<file path="config.mk">
export PLATFORM = sky130hd
export DESIGN_NAME = xst_queue
export DESIGN_NICKNAME = d
export VERILOG_FILES = /design/src/design/xst_pkg.sv /design/src/design/xst_queue.sv
export SDC_FILE = /design/constraint.sdc
export NUM_CORES = 1
export LEC_CHECK = 0
export BUFFER_PORTS_ARGS = -buffer_cell sky130_fd_sc_hd__buf_2
export CORE_MARGIN = 5
export CORE_UTILIZATION = 50
export CTS_CLUSTER_DIAMETER = 100
export DETAILED_ROUTE_END_ITERATION = 10
export HOLD_SLACK_MARGIN = 0.03
export PLACE_DENSITY = 0.71
export SLEW_MARGIN = 25
export SYNTH_ARGS = -nofsm -noshare
export SYNTH_HDL_FRONTEND = slang
export SYNTH_SLANG_ARGS = --single-unit
</file>
<file path="constraint.sdc">
create_clock -name clk -period 8.7 [get_ports clk]
set_input_delay 1.305 -clock clk [delete_from_list [all_inputs] [get_ports clk]]
set_output_delay 1.305 -clock clk [all_outputs]
set_load 0.01 [all_outputs]
</file>
<file path="src/design/xst_pkg.sv">
`timescale 1ns / 1ps
// xst_pkg: types, codes and byte-level helpers for the xml tokenizer
// no dependencies
package xst_pkg;

  localparam int MAX_EV = 10;

  typedef enum logic [4:0] {
    M_BEFORE, M_TEXT, M_TAG_OPEN, M_TAG_SLASH, M_NAME, M_END_WS, M_ATTR_WS,
    M_SLASH_WS, M_QMARK, M_ANAME, M_ANAME_WS, M_AFTER_EQ, M_VALUE, M_COMMENT,
    M_CDATA, M_CDATA_CLOSE, M_HALT, M_DONE
  } mode_t;

  typedef enum logic [1:0] {DK_NONE, DK_BANG, DK_QUEST} decl_t;

  localparam logic [3:0] K_TEXT       = 4'd0;
  localparam logic [3:0] K_TEXT_END   = 4'd1;
  localparam logic [3:0] K_NAME       = 4'd2;
  localparam logic [3:0] K_NS_SPLIT   = 4'd3;
  localparam logic [3:0] K_TAG_START  = 4'd4;
  localparam logic [3:0] K_ANAME      = 4'd5;
  localparam logic [3:0] K_ANAME_END  = 4'd6;
  localparam logic [3:0] K_VALUE      = 4'd7;
  localparam logic [3:0] K_VALUE_END  = 4'd8;
  localparam logic [3:0] K_TAG_END    = 4'd9;
  localparam logic [3:0] K_COMMENT    = 4'd10;
  localparam logic [3:0] K_COMMENT_END = 4'd11;
  localparam logic [3:0] K_CDATA      = 4'd12;
  localparam logic [3:0] K_CDATA_END  = 4'd13;
  localparam logic [3:0] K_ERROR      = 4'd14;
  localparam logic [3:0] K_DONE       = 4'd15;

  localparam logic [7:0] E_NO_LT    = 8'd0;
  localparam logic [7:0] E_EOF      = 8'd1;
  localparam logic [7:0] E_NO_GT    = 8'd2;
  localparam logic [7:0] E_NO_EQ    = 8'd3;
  localparam logic [7:0] E_NO_QUOTE = 8'd4;
  localparam logic [7:0] E_NEST     = 8'd5;

  localparam logic [7:0] C_LT = 8'h3C, C_GT = 8'h3E, C_AMP = 8'h26, C_SEMI = 8'h3B;
  localparam logic [7:0] C_BANG = 8'h21, C_QUEST = 8'h3F, C_SLASH = 8'h2F;
  localparam logic [7:0] C_EQ = 8'h3D, C_DQ = 8'h22, C_SQ = 8'h27, C_COLON = 8'h3A;
  localparam logic [7:0] C_LBRK = 8'h5B, C_RBRK = 8'h5D, C_LPAR = 8'h28, C_RPAR = 8'h29;
  localparam logic [7:0] C_DASH = 8'h2D, C_HASH = 8'h23;

  localparam logic [2:0][7:0] PAT_COMMENT = 24'h2D2D21;
  localparam logic [7:0][7:0] PAT_CDATA = 64'h5B415441_44435B21;

  typedef struct packed {
    logic [MAX_EV-1:0][3:0] kind;
    logic [MAX_EV-1:0][7:0] data;
    logic [3:0]             cnt;
  } ev_bundle_t;

  typedef enum logic [1:0] {ER_FLUSH, ER_EMIT, ER_NONE} ent_act_t;

  typedef struct packed {
    ent_act_t   act;
    logic [7:0] val;
  } ent_res_t;

  function automatic logic is_ws(input logic [7:0] c);
    return c == 8'h20 || c == 8'h09 || c == 8'h0A || c == 8'h0D;
  endfunction

  function automatic ev_bundle_t push(input ev_bundle_t l, input logic [3:0] k,
                                      input logic [7:0] b);
    ev_bundle_t r;
    r = l;
    if (l.cnt < 4'(MAX_EV)) begin
      r.kind[l.cnt] = k;
      r.data[l.cnt] = b;
      r.cnt = l.cnt + 4'd1;
    end
    return r;
  endfunction

  function automatic logic hold_matches(input logic [7:0][7:0] h, input logic [3:0] n);
    logic mc, md;
    mc = (n <= 4'd3);
    md = (n <= 4'd8);
    for (int i = 0; i < 8; i++) begin
      if (4'(i) < n) begin
        if (i < 3) begin
          if (h[i] != PAT_COMMENT[i]) mc = 1'b0;
        end else begin
          mc = 1'b0;
        end
        if (h[i] != PAT_CDATA[i]) md = 1'b0;
      end
    end
    return mc || md;
  endfunction

  function automatic ent_res_t resolve(input logic [5:0][7:0] e, input logic [2:0] n);
    ent_res_t r;
    logic [7:0] v;
    logic [11:0] t;
    logic go;
    r.act = ER_FLUSH;
    r.val = 8'd0;
    v = 8'd0;
    go = 1'b1;
    if (n == 3'd5 && e[0] == C_AMP && e[1] == 8'h61 && e[2] == 8'h6D && e[3] == 8'h70 &&
        e[4] == C_SEMI) begin
      r.act = ER_EMIT; r.val = C_AMP;
    end else if (n == 3'd4 && e[0] == C_AMP && e[1] == 8'h6C && e[2] == 8'h74 &&
                 e[3] == C_SEMI) begin
      r.act = ER_EMIT; r.val = C_LT;
    end else if (n == 3'd4 && e[0] == C_AMP && e[1] == 8'h67 && e[2] == 8'h74 &&
                 e[3] == C_SEMI) begin
      r.act = ER_EMIT; r.val = C_GT;
    end else if (n == 3'd6 && e[0] == C_AMP && e[1] == 8'h61 && e[2] == 8'h70 &&
                 e[3] == 8'h6F && e[4] == 8'h73 && e[5] == C_SEMI) begin
      r.act = ER_EMIT; r.val = C_SQ;
    end else if (n == 3'd6 && e[0] == C_AMP && e[1] == 8'h71 && e[2] == 8'h75 &&
                 e[3] == 8'h6F && e[4] == 8'h74 && e[5] == C_SEMI) begin
      r.act = ER_EMIT; r.val = C_DQ;
    end else if (n >= 3'd2 && e[1] == C_HASH) begin
      for (int i = 2; i < 6; i++) begin
        if (go && 3'(i) < n && e[i] >= 8'h30 && e[i] <= 8'h39) begin
          t = 12'(v) * 12'd10 + 12'(e[i] - 8'h30);
          v = (t > 12'd255) ? 8'd255 : t[7:0];
        end else begin
          go = 1'b0;
        end
      end
      r.act = (v != 8'd0) ? ER_EMIT : ER_NONE;
      r.val = v;
    end
    return r;
  endfunction

endpackage

</file>
<file path="src/design/xst_queue.sv">
`timescale 1ns / 1ps
// xst_queue: short fifo of event bundles between parser and serializer
// depends on xst_pkg
module xst_queue import xst_pkg::*; (
  input  logic       clk,
  input  logic       rst,
  input  logic       push_en,
  input  ev_bundle_t push_data,
  output logic       not_full,
  input  logic       pop_en,
  output logic       not_empty,
  output ev_bundle_t head
);

  localparam int DEPTH = 4;
  localparam int AW = $clog2(DEPTH);

  ev_bundle_t      slots [DEPTH];
  logic [AW-1:0]   wr_ptr, rd_ptr;
  logic [AW:0]     count;

  assign not_full  = count != (AW+1)'(DEPTH);
  assign not_empty = count != '0;
  assign head      = slots[rd_ptr];

  always_ff @(posedge clk) begin
    if (push_en) slots[wr_ptr] <= push_data;
  end

  always_ff @(posedge clk) begin
    if (rst) begin
      wr_ptr <= '0;
      rd_ptr <= '0;
      count  <= '0;
    end else begin
      if (push_en) wr_ptr <= wr_ptr + 1'b1;
      if (pop_en) rd_ptr <= rd_ptr + 1'b1;
      if (push_en && !pop_en) count <= count + 1'b1;
      else if (pop_en && !push_en) count <= count - 1'b1;
    end
  end

endmodule

</file>
==> impl_metrics.json <==
{
  "clk_path_buf_depth": 3,
  "path_cells": "buf_4 > mux4_2 > buf_2",
  "dr.first_iter.drc_count": 433,
  "p_int_uw": 4156,
  "routed_wl_microns": 34430,
  "clkSinkCount": 505,
  "cts_hold_buffers": 0,
  "grt_max_degree": 65,
  "cp-end-kind": "primary output",
  "min_period_ns": 4.432,
  "cts_tree": "yes",
  "drc": 0,
  "crit_family": "buffers and inverters",
  "slowest_delay_ns": 1.01,
  "cp_slowest_cell": "dfxtp_4",
  "synth-seq-cells": 505,
  "fmax_mhz": 225.6,
  "power.total_uw": 5291,
  "clockPowerShare_pct": 37.2,
  "finalHoldViolCount": 0,
  "overflow": 0,
  "drive_gt1_share_pct": 44.50,
  "cts-htree-levels": 2,
  "cts_root_buffer": "clkbuf_16",
  "cts_buffers": 49,
  "via_per_inst": 5.499,
  "die_h_microns": 201.3,
  "die_w_microns": 201.3,
  "yosys.area.top_type": "edfxtp_1",
  "start_kind": "flop",
  "synth.cell_area_sq_um": 18300,
  "relSlewSlack_pct": 32.49,
  "power_density_nw_per_um2": 245.5,
  "place.gp.congestion": 0.7163,
  "arrival_ns": 3.13,
  "drv_cap": 0,
  "syn_nets": 827,
  "path_max_fanout": 63,
  "status": "complete, no violations",
  "tightest_slew_ns": 1.013,
  "reg2reg_from": "wr_ptr[0]$_SDFFE_PP0P_",
  "yosysUniqueCellTypes": 18,
  "leakagePower_uw": 0.007197,
  "ant_nets": 0,
  "num_io_pins": 254,
  "seq_area_frac_synth_pct": 82.37,
  "rows": 70,
  "nNetsFinal": 1111,
  "post_cts_resized": 0,
  "path_class": "reg2out",
  "syn_to_final_growth_pct": 17.76,
  "dp_hpwl_microns": 20520,
  "port-buffer-count": 253,
  "synthCells": 693,
  "routedWlPerCell_microns": 23.23,
  "skew_ns": 0.01268,
  "seq_power_share_pct": 53.7,
  "core_area_sq_um": 36350,
  "finalSetupTns_ns": 0,
  "initial_core_util_pct": 50.35,
  "grt_usage_pct": 17.26,
  "vdd_drop_max_mv": 0.2319,
  "combPwrFrac_pct": 9.1,
  "cts_setup_buffers": 0,
  "finalMaxSlewViolations": 0,
  "fin_crit_sh_pct": 50.94,
  "p_sw_share_pct": 21.45,
  "setup-violations-final": 0,
  "p_switching_uw": 1135,
  "grt_setup_unrepaired": "no",
  "clk_latency_ns": 0.57,
  "worstHoldStart": "rd_ptr[0]$_SDFFE_PP0P_",
  "synth_top_area_share_pct": 81.39,
  "first_pass_iters": 4,
  "via_count": 8149,
  "hold_class": "reg2reg",
  "die_area_sq_um": 40530,
  "first_global_vias": 8851,
  "antenna_found_initial": 9,
  "path_buf_inv": 2,
  "cp.required_ns": 7.39,
  "clkTransAtPathRegs_ns": 0.06,
  "grt_pass1_wl_microns": 53690,
  "ys_warn_count": 0,
  "synth_area_leaders": "edfxtp_1 (81%), mux4_2 (15%), dfxtp_1 (0.98%)",
  "syn_avg_cell_area_sq_um": 26.41,
  "fillerInstances": 2565
}
[registers in the layout, indices dropped and copies added (netlist names), named ones only]
signal	count
count	3
rd_ptr	2
slots	496
wr_ptr	2
[metal layers]
metal  track usage [%]  vias to the layer above  wire [microns]
met4             5.078                       12             754
met5                 0                        -              89
met1             23.91                     4262           14450
met3             5.931                       67            2842
li1                  -                     3570               -
met2             26.58                      238           16300
[metrics by stage]
step | hold slack, ns | cells | cell area (sq um) | worst slack [ns] | util [%]
2_1_floorplan | 0.4664 | 693 | 18300 | 4.054 | -
3_3_place_gp | 0.4854 | 1394 | 20050 | 4.828 | 55.16
3_5_place_dp | 0.5321 | 1394 | 20050 | 4.810 | 55.16
4_1_cts | 0.5440 | 1477 | 21530 | 4.170 | 59.23
5_1_grt | 0.5566 | 1480 | 21540 | 4.098 | 59.27
6_report | 0.5392 | 1482 | 21550 | 4.268 | 59.29
[power groups by stage]
stage	clock network (uW)	registers [uW]	logic, uW
2_1_floorplan	0	2880	304
3_3_place_gp	0	2890	485
3_5_place_dp	0	2900	492
4_1_cts	2020	2850	495
5_1_grt	2130	2850	522
6_report	1970	2840	480
[layout make-up]
class                      instances  area [sq um]  share of cell area [%]
antenna                            5         12.51                 0.05806
clock buffer                      63          1300                   6.033
clock inverter                    20         178.9                  0.8303
inverter                           4         15.01                 0.06967
multi-input combinational        155          3034                   14.08
sequential                       505         15080                   69.99
tap                              468         585.6                   2.717
timing repair buffer             262          1341                   6.224
[Yosys cell counts]
| library cell | n |
|---|---|
| edfxtp_1 | 496 |
| mux4_2 | 124 |
| buf_2 | 14 |
| dfxtp_1 | 9 |
| buf_6 | 8 |
| nor2_1 | 8 |
| clkbuf_1 | 7 |
| ha_1 | 5 |
| and2_1 | 4 |
| inv_1 | 4 |
| xor2_1 | 3 |
| mux2i_1 | 2 |
| nand2_1 | 2 |
| or3_1 | 2 |
| xnor2_1 | 2 |
| a21oi_1 | 1 |
| fa_1 | 1 |
| o21ai_0 | 1 |
[worst paths after layout]
path	end	slack [ns]	depth (start not counted)
max	head[54]	4.27	3
min	rd_ptr[0]$_SDFFE_PP0P_	0.54	2
max reg2reg	slots[1][103]$_DFFE_PP_	5.99	3
min reg2reg	rd_ptr[0]$_SDFFE_PP0P_	0.54	2
[cells by family (layout without fill, tap and decap cells)]
logic type	after synthesis	in the layout	synth area share [%]
and+or+nand+nor	16	16	0.4102
buffers and inverters	33	349	1.101
adders and majority gates	6	6	0.4513
muxes	126	126	15.37
DFF	505	505	82.37
other	0	5	0
AOI/OAI and AO/OA	2	2	0.05464
xor gates and xnor gates	5	5	0.2393
[cells in the final DEF, fill, tap and decap left out, types with 2 or more instances in the layout]
cell and instances:
clkinv_1 13, buf_4 7, buf_6 2, diode_2 5
clkbuf_1 13, buf_2 253, bufinv_16 3, clkbuf_16 50
or3_1 2, ha_1 5, nand2_1 2, xor2_1 3
edfxtp_1 496, nor2_1 8, inv_1 4, dfxtp_1 7
mux2i_1 2, xnor2_1 2, dfxtp_4 2, and2_4 4
mux4_2 124
[worst min-delay path: cells and delay by family (launching register included)]
| family | cells | cell delay, ns |
|---|---|---|
| DFF | 1 | 0.34 |
| xor gates and xnor gates | 1 | 0.09 |
| and+or+nand+nor | 1 | 0.08 |
(Power assumes the default switching activity.)
