## src/design/xst_pkg.sv

```systemverilog
`timescale 1ns / 1ps
// xst_pkg: types, codes and byte-level helpers for the xml tokenizer
// no dependencies
package xst_pkg;

  localparam int MAX_EV = 10;

  typedef enum logic [4:0] {
    M_BEFORE, M_TEXT, M_TAG_OPEN, M_TAG_SLASH, M_NAME, M_END_WS, M_ATTR_WS,
    M_SLASH_WS, M_QMARK, M_ANAME, M_ANAME_WS, M_AFTER_EQ, M_VALUE, M_COMMENT,
    M_CDATA, M_CDATA_CLOSE, M_HALT, M_DONE
  } mode_t;

  typedef enum logic [1:0] {DK_NONE, DK_BANG, DK_QUEST} decl_t;

  localparam logic [3:0] K_TEXT       = 4'd0;
  localparam logic [3:0] K_TEXT_END   = 4'd1;
  localparam logic [3:0] K_NAME       = 4'd2;
  localparam logic [3:0] K_NS_SPLIT   = 4'd3;
  localparam logic [3:0] K_TAG_START  = 4'd4;
  localparam logic [3:0] K_ANAME      = 4'd5;
  localparam logic [3:0] K_ANAME_END  = 4'd6;
  localparam logic [3:0] K_VALUE      = 4'd7;
  localparam logic [3:0] K_VALUE_END  = 4'd8;
  localparam logic [3:0] K_TAG_END    = 4'd9;
  localparam logic [3:0] K_COMMENT    = 4'd10;
  localparam logic [3:0] K_COMMENT_END = 4'd11;
  localparam logic [3:0] K_CDATA      = 4'd12;
  localparam logic [3:0] K_CDATA_END  = 4'd13;
  localparam logic [3:0] K_ERROR      = 4'd14;
  localparam logic [3:0] K_DONE       = 4'd15;

  localparam logic [7:0] E_NO_LT    = 8'd0;
  localparam logic [7:0] E_EOF      = 8'd1;
  localparam logic [7:0] E_NO_GT    = 8'd2;
  localparam logic [7:0] E_NO_EQ    = 8'd3;
  localparam logic [7:0] E_NO_QUOTE = 8'd4;
  localparam logic [7:0] E_NEST     = 8'd5;

  localparam logic [7:0] C_LT = 8'h3C, C_GT = 8'h3E, C_AMP = 8'h26, C_SEMI = 8'h3B;
  localparam logic [7:0] C_BANG = 8'h21, C_QUEST = 8'h3F, C_SLASH = 8'h2F;
  localparam logic [7:0] C_EQ = 8'h3D, C_DQ = 8'h22, C_SQ = 8'h27, C_COLON = 8'h3A;
  localparam logic [7:0] C_LBRK = 8'h5B, C_RBRK = 8'h5D, C_LPAR = 8'h28, C_RPAR = 8'h29;
  localparam logic [7:0] C_DASH = 8'h2D, C_HASH = 8'h23;

  localparam logic [2:0][7:0] PAT_COMMENT = 24'h2D2D21;
  localparam logic [7:0][7:0] PAT_CDATA = 64'h5B415441_44435B21;

  typedef struct packed {
    logic [MAX_EV-1:0][3:0] kind;
    logic [MAX_EV-1:0][7:0] data;
    logic [3:0]             cnt;
  } ev_bundle_t;

  typedef enum logic [1:0] {ER_FLUSH, ER_EMIT, ER_NONE} ent_act_t;

  typedef struct packed {
    ent_act_t   act;
    logic [7:0] val;
  } ent_res_t;

  function automatic logic is_ws(input logic [7:0] c);
    return c == 8'h20 || c == 8'h09 || c == 8'h0A || c == 8'h0D;
  endfunction

  function automatic ev_bundle_t push(input ev_bundle_t l, input logic [3:0] k,
                                      input logic [7:0] b);
    ev_bundle_t r;
    r = l;
    if (l.cnt < 4'(MAX_EV)) begin
      r.kind[l.cnt] = k;
      r.data[l.cnt] = b;
      r.cnt = l.cnt + 4'd1;
    end
    return r;
  endfunction

  function automatic logic hold_matches(input logic [7:0][7:0] h, input logic [3:0] n);
    logic mc, md;
    mc = (n <= 4'd3);
    md = (n <= 4'd8);
    for (int i = 0; i < 8; i++) begin
      if (4'(i) < n) begin
        if (i < 3) begin
          if (h[i] != PAT_COMMENT[i]) mc = 1'b0;
        end else begin
          mc = 1'b0;
        end
        if (h[i] != PAT_CDATA[i]) md = 1'b0;
      end
    end
    return mc || md;
  endfunction

  function automatic ent_res_t resolve(input logic [5:0][7:0] e, input logic [2:0] n);
    ent_res_t r;
    logic [7:0] v;
    logic [11:0] t;
    logic go;
    r.act = ER_FLUSH;
    r.val = 8'd0;
    v = 8'd0;
    go = 1'b1;
    if (n == 3'd5 && e[0] == C_AMP && e[1] == 8'h61 && e[2] == 8'h6D && e[3] == 8'h70 &&
        e[4] == C_SEMI) begin
      r.act = ER_EMIT; r.val = C_AMP;
    end else if (n == 3'd4 && e[0] == C_AMP && e[1] == 8'h6C && e[2] == 8'h74 &&
                 e[3] == C_SEMI) begin
      r.act = ER_EMIT; r.val = C_LT;
    end else if (n == 3'd4 && e[0] == C_AMP && e[1] == 8'h67 && e[2] == 8'h74 &&
                 e[3] == C_SEMI) begin
      r.act = ER_EMIT; r.val = C_GT;
    end else if (n == 3'd6 && e[0] == C_AMP && e[1] == 8'h61 && e[2] == 8'h70 &&
                 e[3] == 8'h6F && e[4] == 8'h73 && e[5] == C_SEMI) begin
      r.act = ER_EMIT; r.val = C_SQ;
    end else if (n == 3'd6 && e[0] == C_AMP && e[1] == 8'h71 && e[2] == 8'h75 &&
                 e[3] == 8'h6F && e[4] == 8'h74 && e[5] == C_SEMI) begin
      r.act = ER_EMIT; r.val = C_DQ;
    end else if (n >= 3'd2 && e[1] == C_HASH) begin
      for (int i = 2; i < 6; i++) begin
        if (go && 3'(i) < n && e[i] >= 8'h30 && e[i] <= 8'h39) begin
          t = 12'(v) * 12'd10 + 12'(e[i] - 8'h30);
          v = (t > 12'd255) ? 8'd255 : t[7:0];
        end else begin
          go = 1'b0;
        end
      end
      r.act = (v != 8'd0) ? ER_EMIT : ER_NONE;
      r.val = v;
    end
    return r;
  endfunction

endpackage

```

## src/design/xst_if.sv

```systemverilog


interface xst_event_if;
  logic       valid;
  logic       ready;
  logic [3:0] event_kind;
  logic [7:0] event_byte;
  logic       last_of_run;
  modport source(output valid, event_kind, event_byte, last_of_run, input ready);
  modport sink(input valid, event_kind, event_byte, last_of_run, output ready);
endinterface

```

## src/design/xst_back.sv

```systemverilog
`timescale 1ns / 1ps
// xst_back: serializes the head bundle one event per cycle onto the output while events.ready is high
// depends on xst_pkg and xst_event_if
module xst_back import xst_pkg::*; (
  input  logic        clk,
  input  logic        rst,
  input  logic        q_valid,
  input  ev_bundle_t  q_head,
  output logic        q_pop,
  xst_event_if.source events
);

  logic [3:0] idx;
  logic       last, fire;

  assign last = idx == q_head.cnt - 4'd1;
  assign fire = q_valid && events.ready;
  assign q_pop = fire && last;

  assign events.valid       = q_valid;
  assign events.event_kind  = q_head.kind[idx];
  assign events.event_byte  = q_head.data[idx];
  assign events.last_of_run = last;

  always_ff @(posedge clk) begin
    if (rst) begin
      idx <= 4'd0;
    end else if (fire) begin
      idx <= last ? 4'd0 : idx + 4'd1;
    end
  end

endmodule

```

## src/flat_wrapper.sv

```systemverilog
// flat-port wrapper written by rule: the top's interface ports become plain ports
module xst_back_flat import xst_pkg::*;
  (clk, rst, q_valid, q_head, q_pop, events_valid, events_event_kind, events_event_byte, events_last_of_run, events_ready);
  xst_event_if events_i ();
  input  logic clk;
  input  logic rst;
  input  logic q_valid;
  input  ev_bundle_t q_head;
  output logic q_pop;
  output wire logic [$bits(events_i.valid)-1:0] events_valid;
  output wire logic [$bits(events_i.event_kind)-1:0] events_event_kind;
  output wire logic [$bits(events_i.event_byte)-1:0] events_event_byte;
  output wire logic [$bits(events_i.last_of_run)-1:0] events_last_of_run;
  input wire logic [$bits(events_i.ready)-1:0] events_ready;
  assign events_valid = events_i.valid;
  assign events_event_kind = events_i.event_kind;
  assign events_event_byte = events_i.event_byte;
  assign events_last_of_run = events_i.last_of_run;
  assign events_i.ready = events_ready;
  xst_back u_core (.clk(clk), .rst(rst), .q_valid(q_valid), .q_head(q_head), .q_pop(q_pop), .events(events_i));
endmodule
```

## config.mk

```make
export PLATFORM = sky130hd
export DESIGN_NAME = xst_back_flat
export DESIGN_NICKNAME = d
export VERILOG_FILES = /design/src/design/xst_pkg.sv /design/src/design/xst_if.sv /design/src/design/xst_back.sv /design/src/flat_wrapper.sv
export SDC_FILE = /design/constraint.sdc
export NUM_CORES = 1
export LEC_CHECK = 0
export ABC_AREA = 1
export BUFFER_PORTS_ARGS = -buffer_cell sky130_fd_sc_hd__buf_4
export CAP_MARGIN = 5
export CORE_ASPECT_RATIO = 1.2
export CORE_MARGIN = 1
export CORE_UTILIZATION = 38
export DETAILED_ROUTE_END_ITERATION = 16
export MAX_ROUTING_LAYER = met4
export PLACE_DENSITY = 0.8
export SLEW_MARGIN = 20
export SYNTH_ARGS = -nofsm -noshare
export SYNTH_HDL_FRONTEND = slang
export SYNTH_SLANG_ARGS = --single-unit
export TNS_END_PERCENT = 30
```

## constraint.sdc

```tcl
create_clock -name clk -period 1.85 [get_ports clk]
set_clock_uncertainty 0.15 [all_clocks]
set_input_delay 0.37 -clock clk [delete_from_list [all_inputs] [get_ports clk]]
set_output_delay 0.37 -clock clk [all_outputs]
set_load 0.01 [all_outputs]
```

==> results.sh, run 1 <==
export IMPL_comb_power_share_pct=71.6
export IMPL_least_setup_slack_across_all_paths_after_layout_ns=-0.129
export IMPL_area_growth_syn_to_layout_pct=82.7
export IMPL_slew_viol_final=0
export IMPL_worst_endpoint_required_ns=1.33
export IMPL_yosys_top_cells_area="sky130_fd_sc_hd__nor2_1 (20%), sky130_fd_sc_hd__nand2_1 (19%), sky130_fd_sc_hd__o21ai_1 (9.6%)"
export IMPL_synth_area_leader_cell="sky130_fd_sc_hd__nor2_1"
export IMPL_rsz0062_at_grt="true"
export IMPL_globalRouteOverflowTotal=0
export IMPL_syn_instance_count=307
export IMPL_antenna_violations_before_repair=0
export IMPL_finalWirelength_um=6270
export IMPL_status="complete, but fails checks"
export IMPL_worst_setup_path_startpoint="u_core.idx[0]"
export IMPL_final_util_pct=72.5
export IMPL_cp_cell_sequence="inv_8, buf_12, o21ai_1, o211ai_1, nand3_1, nand2_1, buf_4"
export IMPL_first_global_vias=2303
export IMPL_worst_ir_drop_vdd_uv=326
export IMPL_largest_register="u_core.idx"
export IMPL_tritoncts_num_sinks=4
export IMPL_crit_path_end="events_event_byte[3]"
export IMPL_place_congestion=0.840
export IMPL_synth_most_common_cell="sky130_fd_sc_hd__nor2_1"
export IMPL_vias_per_cell=4.99
export IMPL_timing_max_slew_rel_slack_pct=79.2
export IMPL_r2r_end="u_core.idx[0]"
export IMPL_pwr_density_cell_mw_per_mm2=356
export IMPL_start_util_pct=39.7
export IMPL_power_switching_mw=0.381
export IMPL_row_cnt=25
export IMPL_worst_path_largest_cell_delay_ns=0.44
export IMPL_vias_after_detailed_routing=2514
export IMPL_worst_skew_pair_late_latency_ns=0.22
export IMPL_ys_warnings_count=0
export IMPL_ys_flop_type="sky130_fd_sc_hd__dfxtp_1"
export IMPL_crit_slowest_cell="sky130_fd_sc_hd__dfxtp_4"
export IMPL_synthArstFlopShare_pct=0
export IMPL_ant_nets=0
export IMPL_boundaryPins=143
export IMPL_setup_violations=14
export IMPL_cts_tree="built"
export IMPL_dp_cells=499
export IMPL_first_pass_iters=4
export IMPL_launch_point_of_the_worst_reg_to_reg_path="u_core.idx[0]"
export IMPL_max_clock_path_buffers=2
export IMPL_maxCapViolations=0
export IMPL_cts_root_buf="sky130_fd_sc_hd__clkbuf_8"
export IMPL_maximum_achievable_frequency_mhz=505
export IMPL_synth_seq_area_share_pct=5.12
export IMPL_final_net_count=582
export IMPL_global_route_usage_total_pct=29.5
export IMPL_yosysUniqueCellTypes=21
export IMPL_worst_hold_startpoint="rst"
export IMPL_grt_start_max_net_pins=24
export IMPL_avgRoutedWirePerCell_um=12.4
export IMPL_leakagePower_nw=1.51
export IMPL_final_hold_viol_count=0
export IMPL_worst_path_dominant_cell_family="flip-flops"
export IMPL_floorplan_core_area_mm2=0.00394
export IMPL_layoutNonFillerInstCount=504
export IMPL_die_h_um=72.3
export IMPL_worstSetupPathType="reg2out"
export IMPL_post_route_drc_count=0
export IMPL_synth_avg_cell_area_um2=5.10
export IMPL_timing_critical_path_to_type="primary output"
export IMPL_cp_depth=7
export IMPL_synth_seq_cells=4
export IMPL_drt_iter0_markers=113
export IMPL_cts_reportedPaths_clkPinSlew_ns=0.03
export IMPL_design_die_area_mm2=0.00438
export IMPL_tightest_slew_ns=0.311
export IMPL_grt_first_pass_wirelength_um=9810
export IMPL_setup_tns_ns=-1.11
export IMPL_fraction_of_power_consumed_by_the_clock_network_pct=18.3
export IMPL_numPortBuffers=142
export IMPL_synth_fp_nets=437
export IMPL_area_share_of_the_largest_cell_type_after_synthesis_pct=20.1
export IMPL_data_arrival_time_at_the_worst_slack_endpoint_ns=1.46
export IMPL_synth_edff_count=0
export IMPL_timing_reg2reg_setup_slack_ns=0.32
export IMPL_min_path_type="in2reg"
export IMPL_power_sequential_fraction_pct=10.1
export IMPL_synth_top_cells_by_count="sky130_fd_sc_hd__nor2_1 (84), sky130_fd_sc_hd__nand2_1 (80), sky130_fd_sc_hd__o21ai_1 (30)"
export IMPL_crit_path_max_fanout=23
export IMPL_r2r_worst_path_cells=9
export IMPL_cts_buffers_inserted=3
export IMPL_holdBufCountCts=0
export IMPL_dpl_hpwl_um=4880
export IMPL_fin_crit_ns=1.98
export IMPL_failed_checks="negative setup slack"
export IMPL_intPower_mw=0.636
export IMPL_drive_above_1_share_pct=42.7
export IMPL_reg_top3="u_core.idx (4)"
export IMPL_synthesis_area_mm2=0.00157
export IMPL_die_width_um=60.6
export IMPL_num_antenna_cells=0
export IMPL_swShare_pct=37.5
export IMPL_critical_path_buf_inv_count=3
export IMPL_htreeDepth=1
export IMPL_largest_register_ff_count=4
export IMPL_critical_path_startpoint_type="flip-flop"
export IMPL_post_route_period_util_pct=107
[power by group through the flow]
stage / sequential [mW] / combinational, mW / clock [mW]
2_1_floorplan: 0.0939 / 0.364 / 0
3_3_place_gp: 0.0999 / 0.673 / 0
3_5_place_dp: 0.0999 / 0.679 / 0
4_1_cts: 0.102 / 0.716 / 0.191
5_1_grt: 0.104 / 0.805 / 0.194
6_report: 0.103 / 0.728 / 0.186
[area by class of cell]
type	count	area, um2
Inverter	16	72.6
Timing Repair Buffer	164	1320
Clock buffer	3	41.3
Sequential cell	4	85.1
Fill cell	388	1080
Multi-Input combinational cell	263	1270
Tap cell	54	67.6
[cells by family after synthesis]
| logic type | count (synthesis) | synth area share [%] |
|---|---|---|
| compound gates | 67 | 25.3 |
| xor+xnor | 3 | 1.68 |
| flops | 4 | 5.12 |
| simple gates | 191 | 48.8 |
| buf+inv | 40 | 17.5 |
| fa+ha+maj | 2 | 1.60 |
[per-layer routing]
metal | up-vias | wire length (um) | track usage (%)
met2 | 100 | 3260 | 53.5
met3 | 12 | 527 | 4.99
met1 | 1116 | 2390 | 32.4
met4 | 0 | 95 | 7.58
li1 | 1286 | - | -
met5 | - | 0 | -
[cells in the final DEF (no fill, tap or decap), types with 4 or more instances in the layout]
cell | netlist | routed
sky130_fd_sc_hd__o21ai_1 | 30 | 24
sky130_fd_sc_hd__buf_12 | 0 | 4
sky130_fd_sc_hd__buf_6 | 7 | 6
sky130_fd_sc_hd__nand2_1 | 80 | 79
sky130_fd_sc_hd__o211ai_1 | 15 | 15
sky130_fd_sc_hd__nand3_1 | 22 | 21
sky130_fd_sc_hd__inv_1 | 15 | 12
sky130_fd_sc_hd__o21ai_2 | 0 | 7
sky130_fd_sc_hd__o21ai_0 | 19 | 18
sky130_fd_sc_hd__nor2_1 | 84 | 82
sky130_fd_sc_hd__buf_4 | 5 | 153
[worst register-to-register path, cell delays in order, from the launching register on]
cell and delay [ns]:
sky130_fd_sc_hd__dfxtp_4 0.44, sky130_fd_sc_hd__buf_12 0.17, sky130_fd_sc_hd__nand2_1 0.06, sky130_fd_sc_hd__nand2_1 0.06, sky130_fd_sc_hd__nand2_1 0.06, sky130_fd_sc_hd__nor2_2 0.13, sky130_fd_sc_hd__nand3_2 0.09, sky130_fd_sc_hd__buf_4 0.15
sky130_fd_sc_hd__nand2_2 0.07, sky130_fd_sc_hd__nor2_1 0.04
[per-stage QoR]
stage	setup WS (ns)	hold WS [ns]	cell area [um2]	total power [mW]
after floorplan	0.0930	0.366	1570	0.458
after global placement	-0.0825	0.396	2680	0.773
after detailed placement	-0.0942	0.413	2680	0.779
after CTS	-0.128	0.249	2820	1.01
after global routing	-0.226	0.286	2860	1.10
final	-0.129	0.279	2860	1.02
[timing repair]
action,in CTS,in global routing
hold endpoints to repair,0,0
endpoints found under the setup margin,14,14
pin swaps,7,2
gates cloned,1,0
setup buffers,1,0
gates resized for setup,20,11
[worst min path at each step]
stage,end,slack (ns),cells past startpoint
3_5_place_dp,u_core.idx[3],0.41,2
5_1_grt,u_core.idx[2],0.29,4
4_1_cts,u_core.idx[2],0.25,4
2_1_floorplan,u_core.idx[3],0.37,2
3_3_place_gp,u_core.idx[3],0.40,2
6_report,u_core.idx[2],0.28,4
No activity file was read; power rests on OpenSTA's default activity.
==> run 2, diff against run 1 <==
--- a/config.mk
+++ b/config.mk
@@ -9,7 +9,7 @@
 export BUFFER_PORTS_ARGS = -buffer_cell sky130_fd_sc_hd__buf_4
 export CAP_MARGIN = 5
 export CORE_ASPECT_RATIO = 1.2
-export CORE_MARGIN = 1
+export CORE_MARGIN = 1.5
 export CORE_UTILIZATION = 38
 export DETAILED_ROUTE_END_ITERATION = 16
 export MAX_ROUTING_LAYER = met4
==> results.sh, run 2 (synthesis results as in run 1) <==
export IMPL_grt_start_max_net_pins=30
export IMPL_global_route_usage_total_pct=29.1
export IMPL_cts_tree="built"
export IMPL_avgRoutedWirePerCell_um=13.0
export IMPL_setup_violations=17
export IMPL_cp_cell_sequence="buf_12, nor2_1, nor2_1, o21ai_1, o211ai_1, nand3_1, nand2_1, buf_4"
export IMPL_sequential_cell_area_um2=85.1
export IMPL_worstSetupPathType="reg2out"
export IMPL_first_global_vias=2319
export IMPL_pwr_density_cell_mw_per_mm2=358
export IMPL_layout_cell_area_non_filler_mm2=0.00289
export IMPL_timing_reg2reg_setup_slack_ns=-0.02
export IMPL_largest_register_ff_count=4
export IMPL_cts_reportedPaths_clkPinSlew_ns=0.03
export IMPL_drive_above_1_share_pct=42.9
export IMPL_rsz0062_at_grt="true"
export IMPL_finalWirelength_um=6560
export IMPL_tightest_slew_ns=0.304
export IMPL_post_route_drc_count=0
export IMPL_fin_crit_ns=1.99
export IMPL_grt_first_pass_wirelength_um=9980
export IMPL_design_die_area_mm2=0.00451
export IMPL_failed_checks="negative setup slack"
export IMPL_fraction_of_power_consumed_by_the_clock_network_pct=18.4
export IMPL_place_congestion=0.894
export IMPL_vias_after_detailed_routing=2572
export IMPL_start_util_pct=39.7
export IMPL_die_h_um=73.3
export IMPL_timing_critical_path_to_type="primary output"
export IMPL_layout_cells_most_common="sky130_fd_sc_hd__buf_4"
export IMPL_cts_root_buf="sky130_fd_sc_hd__clkbuf_8"
export IMPL_power_sequential_fraction_pct=9.9
export IMPL_critical_path_buf_inv_count=2
export IMPL_globalRouteOverflowTotal=0
export IMPL_r2r_end="u_core.idx[1]"
export IMPL_postPlaceCellArea_mm2=0.00267
export IMPL_worst_endpoint_required_ns=1.33
export IMPL_area_growth_syn_to_layout_pct=84.3
export IMPL_critical_path_startpoint_type="flip-flop"
export IMPL_least_setup_slack_across_all_paths_after_layout_ns=-0.139
export IMPL_worst_path_largest_cell_delay_ns=0.39
export IMPL_min_path_type="in2reg"
export IMPL_timing_max_slew_rel_slack_pct=79.7
export IMPL_worst_skew_pair_late_latency_ns=0.22
export IMPL_multi_input_comb_area_mm2=0.00128
export IMPL_vias_per_cell=5.08
export IMPL_r2r_worst_path_cells=12
export IMPL_final_cell_mix="sky130_fd_sc_hd__buf_4 (156), sky130_fd_sc_hd__nor2_1 (82), sky130_fd_sc_hd__nand2_1 (80), sky130_fd_sc_hd__o21ai_1 (25), sky130_fd_sc_hd__nand3_1 (19)"
export IMPL_data_arrival_time_at_the_worst_slack_endpoint_ns=1.47
export IMPL_final_hold_viol_count=0
export IMPL_intPower_mw=0.640
export IMPL_antenna_violations_before_repair=0
export IMPL_final_util_pct=73.2
export IMPL_worst_ir_drop_vdd_uv=299
export IMPL_largest_register="u_core.idx"
export IMPL_status="complete, but fails checks"
export IMPL_numPortBuffers=142
export IMPL_swShare_pct=38.1
export IMPL_leakagePower_nw=1.53
export IMPL_final_net_count=584
export IMPL_worst_hold_startpoint="rst"
export IMPL_htreeDepth=1
export IMPL_maximum_achievable_frequency_mhz=503
export IMPL_launch_point_of_the_worst_reg_to_reg_path="u_core.idx[0]"
export IMPL_crit_path_max_fanout=14
export IMPL_num_antenna_cells=0
export IMPL_fillCellCount=350
export IMPL_die_width_um=61.6
export IMPL_timing_hold_worst_endpoint="u_core.idx[2]"
export IMPL_fin_hold_ws_ns=0.251
export IMPL_first_pass_iters=4
export IMPL_floorplan_core_area_mm2=0.00394
export IMPL_hold_depth=4
export IMPL_post_route_period_util_pct=108
export IMPL_crit_slowest_cell="sky130_fd_sc_hd__dfxtp_4"
export IMPL_tritoncts_num_sinks=4
export IMPL_boundaryPins=143
export IMPL_comb_power_share_pct=71.6
export IMPL_max_clock_path_buffers=2
export IMPL_cts_buffers_inserted=3
export IMPL_crit_path_frequent_cell="sky130_fd_sc_hd__nor2_1"
export IMPL_row_cnt=25
export IMPL_ant_nets=0
export IMPL_worst_path_dominant_cell_family="flip-flops"
export IMPL_drt_iter0_markers=149
export IMPL_dpl_hpwl_um=5050
export IMPL_maxCapViolations=0
export IMPL_slew_viol_final=0
export IMPL_reg_top3="u_core.idx (4)"
export IMPL_power_switching_mw=0.393
run 2: area by class of cell:
| type | instances | share of cell area (%) |
|---|---|---|
| Timing Repair Buffer | 166 | 46.6 |
| Multi-Input combinational cell | 263 | 44.3 |
| Tap cell | 54 | 2.34 |
| Clock buffer | 3 | 1.43 |
| Inverter | 16 | 2.43 |
| Sequential cell | 4 | 2.95 |
run 2: worst max-delay path by stage:
| stage | start | endpoint | slack [ns] | depth (start not counted) |
|---|---|---|---|---|
| floorplan | q_head[0] | q_pop | 0.09 | 9 |
| finish | u_core.idx[0] | events_event_kind[3] | -0.14 | 8 |
| detailed placement | q_head[0] | q_pop | -0.12 | 11 |
| CTS | u_core.idx[0] | events_event_byte[3] | -0.13 | 8 |
| global route | u_core.idx[0] | events_event_byte[0] | -0.23 | 8 |
| global placement | q_head[0] | q_pop | -0.08 | 11 |
run 2: worst register-to-register path: cells and delay by family, from the launching register on:
family                 cells  cell delay, ns
flip-flops                 1            0.44
buffers and inverters      5            0.69
AND/OR/NAND/NOR            7            0.49
run 2: power groups by stage:
stage / logic [mW] / registers, mW / clock network [mW]
2_1_floorplan: 0.364 / 0.0939 / 0
3_3_place_gp: 0.675 / 0.0999 / 0
3_5_place_dp: 0.684 / 0.100 / 0
4_1_cts: 0.729 / 0.102 / 0.194
5_1_grt: 0.813 / 0.104 / 0.199
6_report: 0.740 / 0.102 / 0.190
run 2: per-stage QoR:
stage	total power, mW	TNS (ns)	cells	worst slack (ns)
finish	1.03	-1.28	506	-0.139
global route	1.12	-3.16	506	-0.228
CTS	1.03	-1.25	506	-0.131
detailed placement	0.784	-0.217	498	-0.116
global placement	0.775	-0.134	498	-0.0811
floorplan	0.458	0	307	0.0930
run 2: routing by layer:
metal	up-vias	wire length [um]	share of wire (%)	global-route usage [%]
met4	0	99	1.5	5.44
met2	127	3460	53	52.4
met3	12	581	8.9	5.46
met5	-	0	0	-
met1	1142	2420	37	32.8
li1	1291	-	-	-
run 2: repair_timing:
item	4_1_cts	5_1_grt
gates cloned	1	0
gates resized for setup	24	5
setup buffers	4	0
setup endpoints to repair	14	18
pin swaps	13	2
hold buffers	0	0
